File: src/rtl/ggv_pkg.sv
// Shared types and constants for the go-to-goal velocity controller.
// Holds the CORDIC word layout, the limits bundle, register indexes and the arctangent table.
// No dependencies.
package ggv_pkg;

    localparam int XY_W        = 36;
    localparam int Z_W         = 34;
    localparam int GUARD_BITS  = 8;
    localparam int ERR_W       = 19;
    localparam int MAG_W       = 34;
    localparam int GAIN_W      = 24;
    localparam int PROD_W      = MAG_W + GAIN_W;
    localparam int DIST_W      = PROD_W - 32 + 1;
    localparam int ATAN_ENTRIES = 24;

    localparam logic signed [Z_W-1:0]   PI_Z       = 34'sd1686629713;
    localparam logic signed [ERR_W-1:0] PI_Q13     = 19'sd25736;
    localparam logic signed [ERR_W-1:0] TWO_PI_Q13 = 19'sd51472;
    localparam logic [GAIN_W-1:0]       INV_GAIN_Q24 = 24'd10188014;
    localparam logic [PROD_W:0]         ROUND_HALF   = (PROD_W+1)'(64'd1 << 31);
    localparam logic signed [Z_W-1:0]   Z_ROUND      = 34'sd32768;

    localparam logic [2:0] REG_TARGET_X      = 3'd0;
    localparam logic [2:0] REG_TARGET_Y      = 3'd1;
    localparam logic [2:0] REG_MAX_LINEAR    = 3'd2;
    localparam logic [2:0] REG_MAX_ANGULAR   = 3'd3;
    localparam logic [2:0] REG_ARRIVE_RADIUS = 3'd4;

    typedef struct packed {
        logic signed [XY_W-1:0] x;
        logic signed [XY_W-1:0] y;
        logic signed [Z_W-1:0]  z;
        logic signed [15:0]     heading;
    } ggv_vec_t;

    typedef struct packed {
        logic [15:0] max_linear;
        logic [14:0] max_angular;
        logic [15:0] arrive_radius;
    } ggv_limits_t;

    function automatic logic signed [Z_W-1:0] atan_lut(input logic [4:0] idx);
        logic signed [Z_W-1:0] r;
        case (idx)
            5'd0:    r = 34'sd421657428;
            5'd1:    r = 34'sd248918915;
            5'd2:    r = 34'sd131521918;
            5'd3:    r = 34'sd66762579;
            5'd4:    r = 34'sd33510843;
            5'd5:    r = 34'sd16771758;
            5'd6:    r = 34'sd8387925;
            5'd7:    r = 34'sd4194219;
            5'd8:    r = 34'sd2097141;
            5'd9:    r = 34'sd1048575;
            5'd10:   r = 34'sd524288;
            5'd11:   r = 34'sd262144;
            5'd12:   r = 34'sd131072;
            5'd13:   r = 34'sd65536;
            5'd14:   r = 34'sd32768;
            5'd15:   r = 34'sd16384;
            5'd16:   r = 34'sd8192;
            5'd17:   r = 34'sd4096;
            5'd18:   r = 34'sd2048;
            5'd19:   r = 34'sd1024;
            5'd20:   r = 34'sd512;
            5'd21:   r = 34'sd256;
            5'd22:   r = 34'sd128;
            5'd23:   r = 34'sd64;
            default: r = '0;
        endcase
        return r;
    endfunction

endpackage

File: src/rtl/ggv_cordic_stage.sv
// One registered vectoring CORDIC micro-rotation with a fixed shift.
// Depends on ggv_pkg for the word layout and the arctangent table.
module ggv_cordic_stage
    import ggv_pkg::*;
#(
    parameter int STEP = 0
)
(
    input  logic     aclk,
    input  logic     aresetn,
    input  logic     en,
    input  logic     in_valid,
    input  ggv_vec_t in_vec,
    output logic     out_valid,
    output ggv_vec_t out_vec
);

    logic signed [XY_W-1:0] xs;
    logic signed [XY_W-1:0] ys;
    logic signed [Z_W-1:0]  angle;
    logic                   valid_reg;
    ggv_vec_t               vec_reg;
    ggv_vec_t               vec_next;

    assign xs    = in_vec.x >>> STEP;
    assign ys    = in_vec.y >>> STEP;
    assign angle = atan_lut(5'(STEP));

    always_comb begin
        vec_next.heading = in_vec.heading;
        if (!in_vec.y[XY_W-1]) begin
            vec_next.x = in_vec.x + ys;
            vec_next.y = in_vec.y - xs;
            vec_next.z = in_vec.z + angle;
        end else begin
            vec_next.x = in_vec.x - ys;
            vec_next.y = in_vec.y + xs;
            vec_next.z = in_vec.z - angle;
        end
    end

    always_ff @(posedge aclk) begin
        if (!aresetn) begin
            valid_reg <= 1'b0;
        end else if (en) begin
            valid_reg <= in_valid;
        end
    end

    always_ff @(posedge aclk) begin
        if (en) begin
            vec_reg <= vec_next;
        end
    end

    assign out_valid = valid_reg;
    assign out_vec   = vec_reg;

endmodule

File: config.mk
export PLATFORM = sky130hd
export DESIGN_NAME = ggv_cordic_stage
export DESIGN_NICKNAME = d
export VERILOG_FILES = /design/src/rtl/ggv_pkg.sv /design/src/rtl/ggv_cordic_stage.sv
export SDC_FILE = /design/constraint.sdc
export NUM_CORES = 1
export LEC_CHECK = 0
export BUFFER_PORTS_ARGS = -buffer_cell sky130_fd_sc_hd__clkbuf_2
export CORE_ASPECT_RATIO = 1.75
export CORE_MARGIN = 5
export CORE_UTILIZATION = 30
export DETAILED_ROUTE_END_ITERATION = 7
export PLACE_DENSITY_LB_ADDON = 0.08
export SYNTH_ARGS = -nofsm -noshare
export SYNTH_HDL_FRONTEND = slang
export SYNTH_SLANG_ARGS = --single-unit
File: constraint.sdc
create_clock -name aclk -period 8.12 [get_ports aclk]
set_clock_uncertainty 0.1 [all_clocks]
set_input_delay 0.812 -clock aclk [delete_from_list [all_inputs] [get_ports aclk]]
set_output_delay 0.812 -clock aclk [all_outputs]
set_load 0.005 [all_outputs]
==> results by group <==
Yosys
  • EDFF count, synth: between 100 and 150
  • Top_reg_cell synth: edfxtp_1
  • Netlist cell types: between 70 and 80
  • Seq/Total Area, Yosys: 31.4%
  • Top-area cell type share of the netlist area: a little under a third
  • Leading area contributor after synthesis: edfxtp_1
  • Area contributors post-synth: edfxtp_1 (31%), ha_1 (15%), a21oi_1 (6.5%), xnor2_1 (5.3%), nor2_1 (4.5%)
  • Mapped Nets: between 1500 and 2000
  • Commonest cells in the netlist: a21oi_1 (151), nor2_1 (140), ha_1 (139)
  • Mean cell area of the mapped netlist: around 8.6 sq um
  • Ys Warns: 0
  • Cells after synthesis: 1355
  • FFs w/ async S/R, synth: 0%
  • Syn Std Cell Area: 11600 sq um
  • Most frequent cell after synthesis: a21oi_1
  • Flops & latches, synth: between 100 and 150

Global routing
  • Initial antenna violation count: 1
  • Vias in the first global route: roughly 12000
  • GR Util All Layers: 20.0%
  • First-pass GRT wire length: around 67 mm
  • Largest net degree at the start of global routing: 74
  • Global route overflow: 0

Setup path
  • Reg2reg start: out_valid
  • Crit path required time: between 8 and 9 ns
  • Crit path arrival time: roughly 4.6 ns
  • CP Max Fanout: 52
  • Buf+Inv Stages, Crit Path: 2
  • Crit. Startpoint: in_vec[85]
  • Critical Path Stages: 12
  • R2r endpoint: out_valid
  • Worst setup path endpoint: out_vec[41]
  • CP startpoint kind: input port
  • Worst path cell trace: buf_4, inv_2, ha_1, a21oi_1, o21ai_0, a41oi_1, o211a_1, nor3_1, a21oi_1, nor2_1, nor3_1, a311o_1
  • Slowest stage delay, CP: ~0.58 ns
  • Crit-path slowest cell: nor3_1
  • R2R setup slack: approximately 7.4 ns
  • CP top delay family: compound AO/OA/AOI/OAI gates
  • Critical Setup Path Class: in2reg
  • Crit. End Element: register
  • R2R cell count: 2

Power and ir drop
  • PD cells: 186 nW/um^2
  • Leak pwr: 6.16 nW
  • Peak supply drop: 138 uV
  • Tot Pwr: roughly 0.0026 W

Placement
  • Post-Place Cells: just over 2000
  • Place WS: ~3.2 ns
  • Global placement routability congestion: around 0.93
  • HPWL Detailed: 35.9 mm
  • Port bufs: around 250

Routing
  • DR iter-0 viols: approximately 470
  • Remaining DRCs: 0
  • Mean routed wirelength per cell: approximately 21 microns
  • DR pass1 iterations: 5
  • Vias: between 10000 and 15000
  • Total Routed Length: about 44 mm
  • Detail Route Antenna Nets: 0
  • Via/cell ratio: roughly 5.3

Clocking
  • CTS sink count: about 120
  • TritonCTS Buffers: 17
  • Worst skew pair latency: 0.46 ns
  • Post-CTS setup buffer count: 0
  • Post-CTS sizing: 0
  • Clock transition at the registers of the reported paths: 0.07 ns
  • Clock Path Buffers: 2
  • CTS tree: yes
  • CTS root buffer: clkbuf_16
  • # hold bufs at CTS: 0
  • H-tree Lvls: 4

Timing
  • Final setup TNS: 0 ns
  • Crit share post-route: a little over half
  • Final worst slack: between 3 and 4 ns
  • Max Fclk: between 200 and 250 MHz
  • Headroom to the max-slew limit: between 30% and 40%
  • Min Clock Period, post-route: ~4.5 ns
  • Worst-margin pin slew: just under 1 ns
  • RSZ-0062 raised after global routing: no
  • Final setup viols: 0
  • Final Max Slew Viols: 0
  • Final Hold Fails: 0

Final layout
  • Nets: around 1800
  • Layout cells sized above 1: slightly below 20%
  • # diodes: 0
  • Post-Layout Cell Count: ~2100
  • Area Growth Syn to Fin: 19.9%
  • Final Core Density: between 30% and 40%
  • Fillers: roughly 4100

Floorplan
  • Die width: between 150 and 200 microns
  • Initial core utilization: about 30%
  • Core area: 38400 sq um
  • Row cnt: 95
  • DIE AREA: 43000 sq um
  • Die Ht: roughly 270 microns
  • # IOs: 249

Worst hold path
  • Worst min path class: in2reg

Flow run
  • Max Cap Violations: 0

Outcome
  • Outcome: finished, final reports clean
[layout by cell type, fill, tap and decap left out, types with 17 or more instances in the layout]
master	count
xor2_1	18
o21ai_0	73
a21o_1	21
a21oi_1	151
nand2_1	73
inv_1	116
xnor2_1	71
clkbuf_16	17
o21bai_1	31
o211ai_1	18
nand4_1	19
clkbuf_2	246
nor2b_1	18
nor3_1	32
ha_1	139
nand3_1	27
edfxtp_1	121
nor2_1	140
[cell type report]
class / count / area, sq um / share of cell area [%]
Timing Repair Buffer: 253 / 1280 / 9.20
Clock inverter: 15 / 236 / 1.69
Clock buffer: 17 / 425 / 3.05
Multi-Input combinational cell: 1053 / 7290 / 52.2
Inverter: 123 / 462 / 3.31
Sequential cell: 122 / 3650 / 26.2
Tap cell: 485 / 607 / 4.35
[sequential cells by signal, indices dropped and copies added (netlist names)]
signal,count
out_vec,121
out_valid,1
[power by group]
part           switching, W  internal [W]  leakage (nW)  total [W]
clock network      0.000344      0.000551         0.325   0.000895
logic              0.000527      0.000328          4.64   0.000855
registers         0.0000262      0.000823          1.19   0.000849
total              0.000897       0.00170          6.16    0.00260
[metrics by stage]
step,hold WS [ns],instance area (sq um)
floorplan,0.407,11600
global placement,0.401,13300
detailed placement,0.431,13300
CTS,0.393,14000
global route,0.402,14000
finish,0.426,14000
[how the worst min path moves through the flow]
| stage | start | to | cells past startpoint |
|---|---|---|---|
| 4_1_cts | in_vec[5] | out_vec[5] | 1 |
| 3_5_place_dp | out_valid | out_valid | 2 |
| 5_1_grt | in_vec[16] | out_vec[16] | 1 |
| 2_1_floorplan | out_valid | out_valid | 2 |
| 3_3_place_gp | out_valid | out_valid | 2 |
| 6_report | in_vec[5] | out_vec[5] | 1 |
[cells by family after synthesis]
group                      share of synthesized area (%)
AOI/OAI and AO/OA                                   23.9
and+or+nand+nor                                     15.0
buffers and inverters                               5.99
adders and majority gates                           15.6
DFF                                                 31.4
xor gates and xnor gates                            6.70
muxes                                               1.40
[layer usage]
metal | wire length, microns | vias up | global-route usage [%]
met1 | 15100 | 5176 | 18.7
met2 | 25400 | 324 | 40.4
met4 | 2370 | 2 | 10.7
met3 | 1460 | 111 | 3.02
li1 | - | 5347 | -
met5 | 20 | - | 0
Note: power is estimated with default switching activity, not from simulation.
