`config.mk`:
```
export PLATFORM = sky130hd
export DESIGN_NAME = ggv_front
export DESIGN_NICKNAME = d
export VERILOG_FILES = /design/src/rtl/ggv_pkg.sv /design/src/rtl/ggv_front.sv
export SDC_FILE = /design/constraint.sdc
export NUM_CORES = 1
export LEC_CHECK = 0
export BUFFER_PORTS_ARGS = -buffer_cell sky130_fd_sc_hd__buf_4
export CAP_MARGIN = 20
export CORE_UTILIZATION = 56
export CTS_BUF_LIST = sky130_fd_sc_hd__clkbuf_8 sky130_fd_sc_hd__clkbuf_16
export DETAILED_ROUTE_END_ITERATION = 10
export GPL_ROUTABILITY_DRIVEN = 0
export MAX_ROUTING_LAYER = met4
export PLACE_DENSITY = 0.87
export SETUP_SLACK_MARGIN = 0.05
export SLEW_MARGIN = 20
export SYNTH_ARGS = -nofsm -noshare
export SYNTH_HDL_FRONTEND = slang
export SYNTH_SLANG_ARGS = --single-unit
```
`constraint.sdc`:
```
create_clock -name aclk -period 6.7 [get_ports aclk]
set_clock_uncertainty 0.1 [all_clocks]
set_input_delay 1.34 -clock aclk [delete_from_list [all_inputs] [get_ports aclk]]
set_output_delay 1.34 -clock aclk [all_outputs]
set_load 0.1 [all_outputs]
```
`src/rtl/ggv_pkg.sv`:
```
// Shared types and constants for the go-to-goal velocity controller.
// Holds the CORDIC word layout, the limits bundle, register indexes and the arctangent table.
// No dependencies.
package ggv_pkg;

    localparam int XY_W        = 36;
    localparam int Z_W         = 34;
    localparam int GUARD_BITS  = 8;
    localparam int ERR_W       = 19;
    localparam int MAG_W       = 34;
    localparam int GAIN_W      = 24;
    localparam int PROD_W      = MAG_W + GAIN_W;
    localparam int DIST_W      = PROD_W - 32 + 1;
    localparam int ATAN_ENTRIES = 24;

    localparam logic signed [Z_W-1:0]   PI_Z       = 34'sd1686629713;
    localparam logic signed [ERR_W-1:0] PI_Q13     = 19'sd25736;
    localparam logic signed [ERR_W-1:0] TWO_PI_Q13 = 19'sd51472;
    localparam logic [GAIN_W-1:0]       INV_GAIN_Q24 = 24'd10188014;
    localparam logic [PROD_W:0]         ROUND_HALF   = (PROD_W+1)'(64'd1 << 31);
    localparam logic signed [Z_W-1:0]   Z_ROUND      = 34'sd32768;

    localparam logic [2:0] REG_TARGET_X      = 3'd0;
    localparam logic [2:0] REG_TARGET_Y      = 3'd1;
    localparam logic [2:0] REG_MAX_LINEAR    = 3'd2;
    localparam logic [2:0] REG_MAX_ANGULAR   = 3'd3;
    localparam logic [2:0] REG_ARRIVE_RADIUS = 3'd4;

    typedef struct packed {
        logic signed [XY_W-1:0] x;
        logic signed [XY_W-1:0] y;
        logic signed [Z_W-1:0]  z;
        logic signed [15:0]     heading;
    } ggv_vec_t;

    typedef struct packed {
        logic [15:0] max_linear;
        logic [14:0] max_angular;
        logic [15:0] arrive_radius;
    } ggv_limits_t;

    function automatic logic signed [Z_W-1:0] atan_lut(input logic [4:0] idx);
        logic signed [Z_W-1:0] r;
        case (idx)
            5'd0:    r = 34'sd421657428;
            5'd1:    r = 34'sd248918915;
            5'd2:    r = 34'sd131521918;
            5'd3:    r = 34'sd66762579;
            5'd4:    r = 34'sd33510843;
            5'd5:    r = 34'sd16771758;
            5'd6:    r = 34'sd8387925;
            5'd7:    r = 34'sd4194219;
            5'd8:    r = 34'sd2097141;
            5'd9:    r = 34'sd1048575;
            5'd10:   r = 34'sd524288;
            5'd11:   r = 34'sd262144;
            5'd12:   r = 34'sd131072;
            5'd13:   r = 34'sd65536;
            5'd14:   r = 34'sd32768;
            5'd15:   r = 34'sd16384;
            5'd16:   r = 34'sd8192;
            5'd17:   r = 34'sd4096;
            5'd18:   r = 34'sd2048;
            5'd19:   r = 34'sd1024;
            5'd20:   r = 34'sd512;
            5'd21:   r = 34'sd256;
            5'd22:   r = 34'sd128;
            5'd23:   r = 34'sd64;
            default: r = '0;
        endcase
        return r;
    endfunction

endpackage

```
`src/rtl/ggv_front.sv`:
```
// Front stage: goal offset with guard bits and the half-plane pre-rotation.
// Depends on ggv_pkg.
module ggv_front
    import ggv_pkg::*;
(
    input  logic               aclk,
    input  logic               aresetn,
    input  logic               en,
    input  logic               in_valid,
    input  logic signed [23:0] pos_x,
    input  logic signed [23:0] pos_y,
    input  logic signed [15:0] heading,
    input  logic signed [23:0] target_x,
    input  logic signed [23:0] target_y,
    output logic               out_valid,
    output ggv_vec_t           out_vec
);

    logic signed [24:0]     dx;
    logic signed [24:0]     dy;
    logic signed [XY_W-1:0] x_ext;
    logic signed [XY_W-1:0] y_ext;
    logic                   valid_reg;
    ggv_vec_t               vec_reg;
    ggv_vec_t               vec_next;

    assign dx = $signed({target_x[23], target_x}) - $signed({pos_x[23], pos_x});
    assign dy = $signed({target_y[23], target_y}) - $signed({pos_y[23], pos_y});
    assign x_ext = $signed({{(XY_W-25-GUARD_BITS){dx[24]}}, dx, {GUARD_BITS{1'b0}}});
    assign y_ext = $signed({{(XY_W-25-GUARD_BITS){dy[24]}}, dy, {GUARD_BITS{1'b0}}});

    // A goal with a negative x offset is turned by pi so the CORDIC starts in the right half-plane.
    always_comb begin
        vec_next.heading = heading;
        if (dx[24]) begin
            vec_next.x = -x_ext;
            vec_next.y = -y_ext;
            vec_next.z = dy[24] ? -PI_Z : PI_Z;
        end else begin
            vec_next.x = x_ext;
            vec_next.y = y_ext;
            vec_next.z = '0;
        end
    end

    always_ff @(posedge aclk) begin
        if (!aresetn) begin
            valid_reg <= 1'b0;
        end else if (en) begin
            valid_reg <= in_valid;
        end
    end

    always_ff @(posedge aclk) begin
        if (en) begin
            vec_reg <= vec_next;
        end
    end

    assign out_valid = valid_reg;
    assign out_vec   = vec_reg;

endmodule

```
==> reports/results.txt <==
RSZ-0062 raised after global routing: false
Fill count: 970
Synth Area per Inst: 8.978 um^2
Critical-path cell list: buf_4, ha_1, fa_1, nand2b_1, a211oi_1, o2111ai_1, a21o_1, o21a_1, a31oi_2, buf_4, inv_1, nand2b_1, o21ai_0
Synth Area in Compound Gates: 23.08%
Largest family of logic cells by synthesized area: compound AO/OA/AOI/OAI gates
Hold Crit Class: flip-flop to flip-flop
Hold Vio Cnt, Final: 0
R2R cell count: 2
Clk root buf: clkbuf_16
R2R Setup Slk: 5.96 ns
Post-Synthesis Cells: 797
Multi-input logic area: 4192 um^2
Min-Delay Path Depth: 2
Via count: 6562
Sum Neg Setup Slack: 0 ns
TritonCTS clock tree: built
Yosys cell types: 81
H-Tree Level Count: 3
CTS Hold Buffers Added: 0
DRT iter0 DRCs: 537
Setup bufs post-CTS: 0
Final hold slack: 0.4650 ns
Simple-gate share of the synthesized area: 15.98%
Worst-path clk slew: 0.06 ns
First-pass GRT wire length: 26930 um
HPWL after detailed placement: 13790 um
Area Overhead vs Synth: 24.29%
Synthesized-area fraction occupied by adder cells: 9.302%
Num CTS Buffers: 9
Initial antenna violation count: 0
Sequential-to-total area share from yosys stat: 31.75%
PwrDens: 300.5 nW/um^2
Crit path max-delay cell type: inv_1
Post-synthesis xor/xnor area fraction: 8.935%
Post-DRT Antenna Nets: 0
Min-Delay Endpoint: out_valid
Setup-failing EPs final: 0
Vert. Die Dim: 115.0 um
CTS sink cnt: 76
Reg area: 2272 um^2
DRT Pass-1 Iters: 5
GR Util All Layers: 26.51%
Hold path start: out_valid
Most used flip-flop cell after synthesis: edfxtp_1
Final Max Slew Viols: 0
Pin count of the biggest net entering global routing: 77
Total core area: 12210 um^2
Std cell rows: 40
Leak Pwr: 3.901 nW
Buffers & Inverters on Critical Path: 3
Buffers on Ports: 222
Vias in the first global route: 5801
Starting Density: 58.60%
GRT Residual Overflow: 0
Worst skew pair latency: 0.33 ns
Final worst path period share: 73.18%
Most common cell after layout, fill and taps aside: buf_4
EDFF count, synth: 75
CP Max Fanout: 30
Fin area: 8894 um^2
Io pins: 239
Die footprint: 13230 um^2
Via-to-Cell Ratio: 5.726
ANT cells: 0
Crit path time final: 4.903 ns
Critical path's largest stage delay: 0.52 ns
Fin nets: 1141
Residual DRC count: 0
Worst r2r dst: out_valid
Async set-reset flop share out of synthesis: 0%
Layout cells sized above 1: 27.10%
Worst r2r src: out_valid
Type of origin of the critical path: input pin
Mux contribution to synthesized area: 0.2798%
Outcome: completed
Yosys reg bits: 76
Arr. time, crit path: 4.87 ns
Fmax: 0.2040 GHz
Synth warn: 0
WL final: 17540 um
Worst slew pin tran: 1.001 ns
Number of max-cap violations: 0
Critical path's top delay family: compound AO/OA/AOI/OAI gates
WL per Instance: 15.31 um
Rel. slew slack: 33.22%
Max clock buf depth: 2
Post-CTS sizing: 0
Synth Cell Area: 7156 um^2
CP required: 6.67 ns
Placement Cell Area: 8611 um^2
CP Class: input pin to flip-flop
Die X-Extent: 115.0 um
Critical Path End Type: flip-flop
Peak supply drop: 0.3149 mV
Commonest non-fill, non-tap cells in the layout: buf_4 (223), edfxtp_1 (75), inv_1 (70)
-- Yosys cell counts (8+ instances only) --
cell type | n | area [um^2]
o21ai_1 | 14 | 70.07
xnor2_1 | 53 | 464.2
inv_1 | 70 | 262.8
nand4_1 | 12 | 75.07
nand2_1 | 63 | 236.5
o21a_1 | 9 | 67.56
xor2_1 | 20 | 175.2
nor2_1 | 39 | 146.4
clkbuf_1 | 16 | 60.06
a211oi_1 | 14 | 105.1
a21oi_1 | 59 | 295.3
nor3_1 | 12 | 60.06
o211ai_1 | 8 | 60.06
edfxtp_1 | 75 | 2252
ha_1 | 50 | 625.6
o21ai_0 | 36 | 180.2
nand3_1 | 17 | 85.08
and2_1 | 10 | 62.56
buf_2 | 9 | 45.04
nor2b_1 | 11 | 68.82
buf_4 | 47 | 352.8
a21o_1 | 22 | 165.2
-- area by class of cell --
type	count	share of cell area [%]
Tap cell	168	2.364
Clock inverter	7	0.6472
Clock buffer	9	2.532
Multi-Input combinational cell	593	47.13
Timing Repair Buffer	223	18.82
Sequential cell	76	25.55
Inverter	70	2.954
-- routing by layer --
layer / wire length, um / up-vias / share of wire [%] / global-route usage (%)
met4: 414 / 0 / 2.4 / 8.312
met3: 1436 / 34 / 8.2 / 5.166
met2: 8409 / 306 / 48 / 44.70
li1: - / 3210 / - / -
met1: 7284 / 3012 / 42 / 31.97
met5: 0 / - / 0 / -
-- sequential cells by signal, indices dropped and copies added (netlist names) --
| signal | flops |
|---|---|
| out_vec | 75 |
| out_valid | 1 |
-- worst max-delay path by stage --
stage,end,cells past startpoint,from
2_1_floorplan,out_vec[73],14,target_x[0]
3_3_place_gp,out_vec[84],13,pos_x[0]
3_5_place_dp,out_vec[84],13,pos_x[0]
4_1_cts,out_vec[84],13,pos_x[0]
5_1_grt,out_vec[84],13,pos_x[0]
6_report,out_vec[84],13,pos_x[0]
-- worst reg2reg max path, stage by stage (launching register included) --
cell and delay [ns]:
dfxtp_1 0.31, mux2i_1 0.15, nor2b_1 0.07
-- power breakdown --
| part | switching (mW) | internal (mW) | total [mW] |
|---|---|---|---|
| sequential | 0.0396 | 0.639 | 0.678 |
| clock | 0.208 | 0.257 | 0.465 |
| combinational | 1.15 | 0.375 | 1.53 |
| total | 1.40 | 1.27 | 2.67 |
-- cell families after synthesis --
kind of cell / count (synthesis)
AOI/OAI and AO/OA: 237
xor gates and xnor gates: 73
adders and majority gates: 52
buffers and inverters: 146
DFF: 76
muxes: 2
other: 1
and+or+nand+nor: 210
-- per-stage QoR --
step	setup slack [ns]	std cells	power (mW)	utilization [%]
3_5_place_dp	1.521	1130	2.209	70.51
5_1_grt	1.468	1146	2.773	72.83
4_1_cts	1.865	1146	2.678	72.83
3_3_place_gp	1.615	1130	2.194	70.51
6_report	1.797	1146	2.672	72.83
2_1_floorplan	2.424	815	1.926	-
(Power assumes the default switching activity.)
