**src/rtl/ggv_pkg.sv**
```systemverilog
// Shared types and constants for the go-to-goal velocity controller.
// Holds the CORDIC word layout, the limits bundle, register indexes and the arctangent table.
// No dependencies.
package ggv_pkg;

    localparam int XY_W        = 36;
    localparam int Z_W         = 34;
    localparam int GUARD_BITS  = 8;
    localparam int ERR_W       = 19;
    localparam int MAG_W       = 34;
    localparam int GAIN_W      = 24;
    localparam int PROD_W      = MAG_W + GAIN_W;
    localparam int DIST_W      = PROD_W - 32 + 1;
    localparam int ATAN_ENTRIES = 24;

    localparam logic signed [Z_W-1:0]   PI_Z       = 34'sd1686629713;
    localparam logic signed [ERR_W-1:0] PI_Q13     = 19'sd25736;
    localparam logic signed [ERR_W-1:0] TWO_PI_Q13 = 19'sd51472;
    localparam logic [GAIN_W-1:0]       INV_GAIN_Q24 = 24'd10188014;
    localparam logic [PROD_W:0]         ROUND_HALF   = (PROD_W+1)'(64'd1 << 31);
    localparam logic signed [Z_W-1:0]   Z_ROUND      = 34'sd32768;

    localparam logic [2:0] REG_TARGET_X      = 3'd0;
    localparam logic [2:0] REG_TARGET_Y      = 3'd1;
    localparam logic [2:0] REG_MAX_LINEAR    = 3'd2;
    localparam logic [2:0] REG_MAX_ANGULAR   = 3'd3;
    localparam logic [2:0] REG_ARRIVE_RADIUS = 3'd4;

    typedef struct packed {
        logic signed [XY_W-1:0] x;
        logic signed [XY_W-1:0] y;
        logic signed [Z_W-1:0]  z;
        logic signed [15:0]     heading;
    } ggv_vec_t;

    typedef struct packed {
        logic [15:0] max_linear;
        logic [14:0] max_angular;
        logic [15:0] arrive_radius;
    } ggv_limits_t;

    function automatic logic signed [Z_W-1:0] atan_lut(input logic [4:0] idx);
        logic signed [Z_W-1:0] r;
        case (idx)
            5'd0:    r = 34'sd421657428;
            5'd1:    r = 34'sd248918915;
            5'd2:    r = 34'sd131521918;
            5'd3:    r = 34'sd66762579;
            5'd4:    r = 34'sd33510843;
            5'd5:    r = 34'sd16771758;
            5'd6:    r = 34'sd8387925;
            5'd7:    r = 34'sd4194219;
            5'd8:    r = 34'sd2097141;
            5'd9:    r = 34'sd1048575;
            5'd10:   r = 34'sd524288;
            5'd11:   r = 34'sd262144;
            5'd12:   r = 34'sd131072;
            5'd13:   r = 34'sd65536;
            5'd14:   r = 34'sd32768;
            5'd15:   r = 34'sd16384;
            5'd16:   r = 34'sd8192;
            5'd17:   r = 34'sd4096;
            5'd18:   r = 34'sd2048;
            5'd19:   r = 34'sd1024;
            5'd20:   r = 34'sd512;
            5'd21:   r = 34'sd256;
            5'd22:   r = 34'sd128;
            5'd23:   r = 34'sd64;
            default: r = '0;
        endcase
        return r;
    endfunction

endpackage

```
**src/rtl/ggv_back.sv**
```systemverilog
// Back end: gain correction, arrival test, speed cap, angle wrap and clamp.
// Three register stages, the last of which is the result register. Depends on ggv_pkg.
module ggv_back
    import ggv_pkg::*;
(
    input  logic               aclk,
    input  logic               aresetn,
    input  logic               en,
    input  logic               in_valid,
    input  ggv_vec_t           in_vec,
    input  ggv_limits_t        limits,
    output logic               out_valid,
    output logic [15:0]        linear_speed,
    output logic signed [15:0] angular_speed,
    output logic               arrived
);

    // Stage one: product and raw angle error.
    logic                    s1_valid_reg;
    logic [PROD_W-1:0]       prod_reg;
    logic [PROD_W-1:0]       prod_next;
    logic signed [ERR_W-1:0] err1_reg;
    logic signed [ERR_W-1:0] err1_next;
    logic signed [Z_W-1:0]   z_round;

    // Stage two: distance decisions and wrapped error.
    logic                    s2_valid_reg;
    logic [15:0]             lin_reg;
    logic [15:0]             lin_next;
    logic                    arr_reg;
    logic                    arr_next;
    logic signed [ERR_W-1:0] err2_reg;
    logic signed [ERR_W-1:0] err2_next;
    logic [PROD_W:0]         prod_rnd;
    logic [DIST_W-1:0]       distance;

    // Stage three: result register.
    logic                    out_valid_reg;
    logic [15:0]             lin_out_reg;
    logic signed [15:0]      ang_out_reg;
    logic signed [15:0]      ang_next;
    logic                    arr_out_reg;
    logic signed [ERR_W-1:0] lim;

    assign prod_next = PROD_W'(in_vec.x[MAG_W-1:0]) * PROD_W'(INV_GAIN_Q24);
    assign z_round   = in_vec.z + Z_ROUND;
    assign err1_next = ERR_W'($signed(z_round[Z_W-1:16]))
                     - ERR_W'(in_vec.heading);

    assign prod_rnd = {1'b0, prod_reg} + ROUND_HALF;
    assign distance = prod_rnd[PROD_W:32];
    assign arr_next = distance < DIST_W'(limits.arrive_radius);
    assign lin_next = (distance > DIST_W'(limits.max_linear)) ? limits.max_linear
                                                              : distance[15:0];

    always_comb begin
        logic signed [ERR_W-1:0] e;
        e = err1_reg;
        for (int k = 0; k < 2; k++) begin
            if (e > PI_Q13) begin
                e = e - TWO_PI_Q13;
            end else if (e < -PI_Q13) begin
                e = e + TWO_PI_Q13;
            end
        end
        err2_next = e;
    end

    assign lim = $signed({{(ERR_W-15){1'b0}}, limits.max_angular});

    always_comb begin
        if (err2_reg > lim) begin
            ang_next = lim[15:0];
        end else if (err2_reg < -lim) begin
            ang_next = 16'(-lim);
        end else begin
            ang_next = err2_reg[15:0];
        end
    end

    always_ff @(posedge aclk) begin
        if (!aresetn) begin
            s1_valid_reg  <= 1'b0;
            s2_valid_reg  <= 1'b0;
            out_valid_reg <= 1'b0;
        end else if (en) begin
            s1_valid_reg  <= in_valid;
            s2_valid_reg  <= s1_valid_reg;
            out_valid_reg <= s2_valid_reg;
        end
    end

    always_ff @(posedge aclk) begin
        if (en) begin
            prod_reg    <= prod_next;
            err1_reg    <= err1_next;
            lin_reg     <= lin_next;
            arr_reg     <= arr_next;
            err2_reg    <= err2_next;
            lin_out_reg <= arr_reg ? 16'd0 : lin_reg;
            ang_out_reg <= arr_reg ? 16'sd0 : ang_next;
            arr_out_reg <= arr_reg;
        end
    end

    assign out_valid     = out_valid_reg;
    assign linear_speed  = lin_out_reg;
    assign angular_speed = ang_out_reg;
    assign arrived       = arr_out_reg;

endmodule

```
**config.mk**
```make
export PLATFORM = sky130hd
export DESIGN_NAME = ggv_back
export DESIGN_NICKNAME = d
export VERILOG_FILES = /design/src/rtl/ggv_pkg.sv /design/src/rtl/ggv_back.sv
export SDC_FILE = /design/constraint.sdc
export NUM_CORES = 1
export LEC_CHECK = 0
export BUFFER_PORTS_ARGS = -buffer_cell sky130_fd_sc_hd__buf_2
export CAP_MARGIN = 40
export CORE_UTILIZATION = 52
export DETAILED_ROUTE_END_ITERATION = 6
export GPL_ROUTABILITY_DRIVEN = 1
export PLACE_DENSITY = 0.72
export SLEW_MARGIN = 25
export SYNTH_ARGS = -nofsm -noshare
export SYNTH_HDL_FRONTEND = slang
export SYNTH_SLANG_ARGS = --single-unit
```
**constraint.sdc**
```tcl
create_clock -name aclk -period 16.25 [get_ports aclk]
set_clock_uncertainty 0.2 [all_clocks]
set_input_delay 1.625 -clock aclk [delete_from_list [all_inputs] [get_ports aclk]]
set_output_delay 1.625 -clock aclk [all_outputs]
set_load 0.03 [all_outputs]
```
==> metrics.cfg <==
[status]
status=finished clean

[critical_path]
r2r_start=err1_reg[4]
endpoint_kind=flop
cp_max_fo=6
crit_required_ns=16.23
critical_path_class=input port to flop
cp_data_arrival_time_ns=9.14
crit_path_end=prod_reg[51]
r2r_end=err2_reg[13]
ff2ff_path_depth=12
start_kind=input port
cp-startpoint=in_vec[95]
rrSetupSlack_ns=11.14

[cells_and_area]
area_delta_synth_final_pct=8.44
largest_register_ffs=27
regArea_sq_um=3510
multiInputGateArea_sq_um=17900
drive_gt1_share_pct=9.08
fill_cells=3908
nNetsFinal=3466

[global_routing]
track_usage_pct=25.7
first_global_vias=18600
grt_start_max_net_pins=61
grt_util_met1_pct=32.5
grt_util_met2_pct=45.4
grt_pass1_wl_um=94700
antenna_found_initial=2
grt_overflow=0
busiest_layer=met2
grtUsageMet3_pct=3.79

[route]
first_pass_iters=5
wl_um=57100
vias_per_cell=5.44
drc=0
vias=17100
wl_per_cell_um=18.2
ant_nets=0
first_iter_violations=1084

[floorplan]
dieArea_sq_um=47300
rows=78
coreArea_sq_um=45600
dieWidth_um=217
ios=207
initial_core_util_pct=52.9
die_y_um=217

[min_path]
hold_class=flop to flop

[logic_synthesis]
syn-cell-area_sq_um=24100
syn_nets=3321
synth.avg_cell_area_sq_um=10.2
synth.most_common_cell=inv_1
synth_cell_types=84
async_reset_ff_share_pct=0
yosysTopAreaCell=fa_1
netlist.area_leader.share_pct=33.3
ys_ff_latch=118
ys_warn_count=0
syn_inst=2375
yosys-top-cells-area=fa_1 (33%), ha_1 (19%), edfxtp_1 (14%)
synth_flop_cell=edfxtp_1
synth_common_cells=inv_1 (679), fa_1 (401), ha_1 (372)
synth-edff-count=115
yosysSeqAreaShare_pct=14.6

[cts]
cts_setup_buffers=0
cts-resized-gates=0
cts_sinks=118
insertion_delay_ns=0.44
htreeDepth=4
clk_pin_slew_ns=0.05
cts_hold_buf=0
cts_made_buffers=17
clockRootBuffer=clkbuf_16
clockBufferDepth=2
cts_tree=built

[placed_design]
hpwl_um=49600
portBuffers=153
gp_congestion=0.955

[sta]
hold_violations=0
worst_slew_pin_slew_ns=0.792
drv_slew=0
rsz0062_at_grt=no
whs_ns=0.238
max_clock_freq_mhz=109
fin_crit_ns=9.16
max_slew_margin_pct=47.0
fin_crit_sh_pct=56.4
finalSetupTns_ns=0
finalSetupViolations=0

[flow_run]
maxCapViolations=0

==> logic make-up (layout without fill, tap and decap cells) <==
kind of cell,count (synthesis),after routing,share of synthesized area [%]
buffers and inverters,711,869,11.1
other,0,2,0
AO/OA/AOI/OAI,310,310,9.35
multiplexers,34,34,1.50
flip-flops,118,118,14.6
adder cells (fa/ha/maj),773,773,52.6
XOR/XNOR,105,105,3.84
AND/OR/NAND/NOR,324,324,7.04
==> per-stage QoR <==
stage               cells  utilization (%)  instance area, sq um  worst slack [ns]
floorplan            2375                -                 24100              8.15
global placement     3100             56.1                 25500              6.80
detailed placement   3101             56.1                 25600              6.74
CTS                  3133             57.4                 26200              7.16
global route         3133             57.4                 26200              6.80
finish               3135             57.4                 26200              7.09
==> layout by cell type (no fill, tap or decap), drive strengths merged, types with 7 or more instances in the layout <==
cell     instances
nor3            25
nand3           34
ha             372
nand2           48
a21o            27
a31oi           13
clkinv           7
nand2b          10
buf            158
nor2b           42
and3            24
a311oi           7
nand4           24
mux2i           17
or3              8
edfxtp         115
mux2            17
xnor2           65
o2111ai          9
inv            679
nor4            10
clkbuf          21
fa             401
o211ai           9
a21boi           8
nor2            68
xor2            40
or2              9
o21ai           50
o32ai           21
and2             8
o21a            14
a211oi          23
a21oi           65
==> cell type report <==
| class | instances | area share [%] |
|---|---|---|
| clock inverter | 11 | 0.598 |
| clock buffer | 21 | 1.68 |
| inverter | 679 | 9.74 |
| timing repair buffer | 158 | 3.08 |
| antenna | 2 | 0.0191 |
| tap | 600 | 2.87 |
| multi-input combinational | 1546 | 68.6 |
| sequential | 118 | 13.4 |
==> worst min path at each step <==
stage,startpoint,endpoint,cells after the start
final,err1_reg[0],err2_reg[0],0
after global routing,err1_reg[0],err2_reg[0],0
after CTS,err1_reg[0],err2_reg[0],0
after detailed placement,err1_reg[0],err2_reg[0],0
after global placement,err1_reg[0],err2_reg[0],0
after floorplan,err1_reg[0],err2_reg[0],0
==> worst max-delay path, cell delays in order <==
cell	delay, ns
buf_2	0.25
inv_1	0.30
fa_1	0.64
fa_1	0.44
fa_1	0.52
inv_1	0.05
fa_1	0.47
fa_1	0.52
fa_1	0.55
inv_1	0.06
fa_1	0.52
inv_1	0.04
ha_1	0.34
a21oi_1	0.18
nand3_1	0.10
o21ai_0	0.36
nand2_1	0.19
o211ai_1	0.33
nand2_1	0.19
a311oi_1	0.69
o21ai_0	0.34
a311oi_1	0.35
nor2_1	0.08
==> metal layers <==
| metal | routed length (um) | part of all wire, % | vias to the layer above |
|---|---|---|---|
| met3 | 2410 | 4.2 | 88 |
| met5 | 0 | 0 | - |
| li1 | - | - | 7980 |
| met2 | 29400 | 51 | 410 |
| met4 | 1580 | 2.8 | 0 |
| met1 | 23800 | 42 | 8577 |
Power is left out: the tool's default activity adds up to more than one toggle a clock period on the data nets, which glitch-free logic cannot reach.
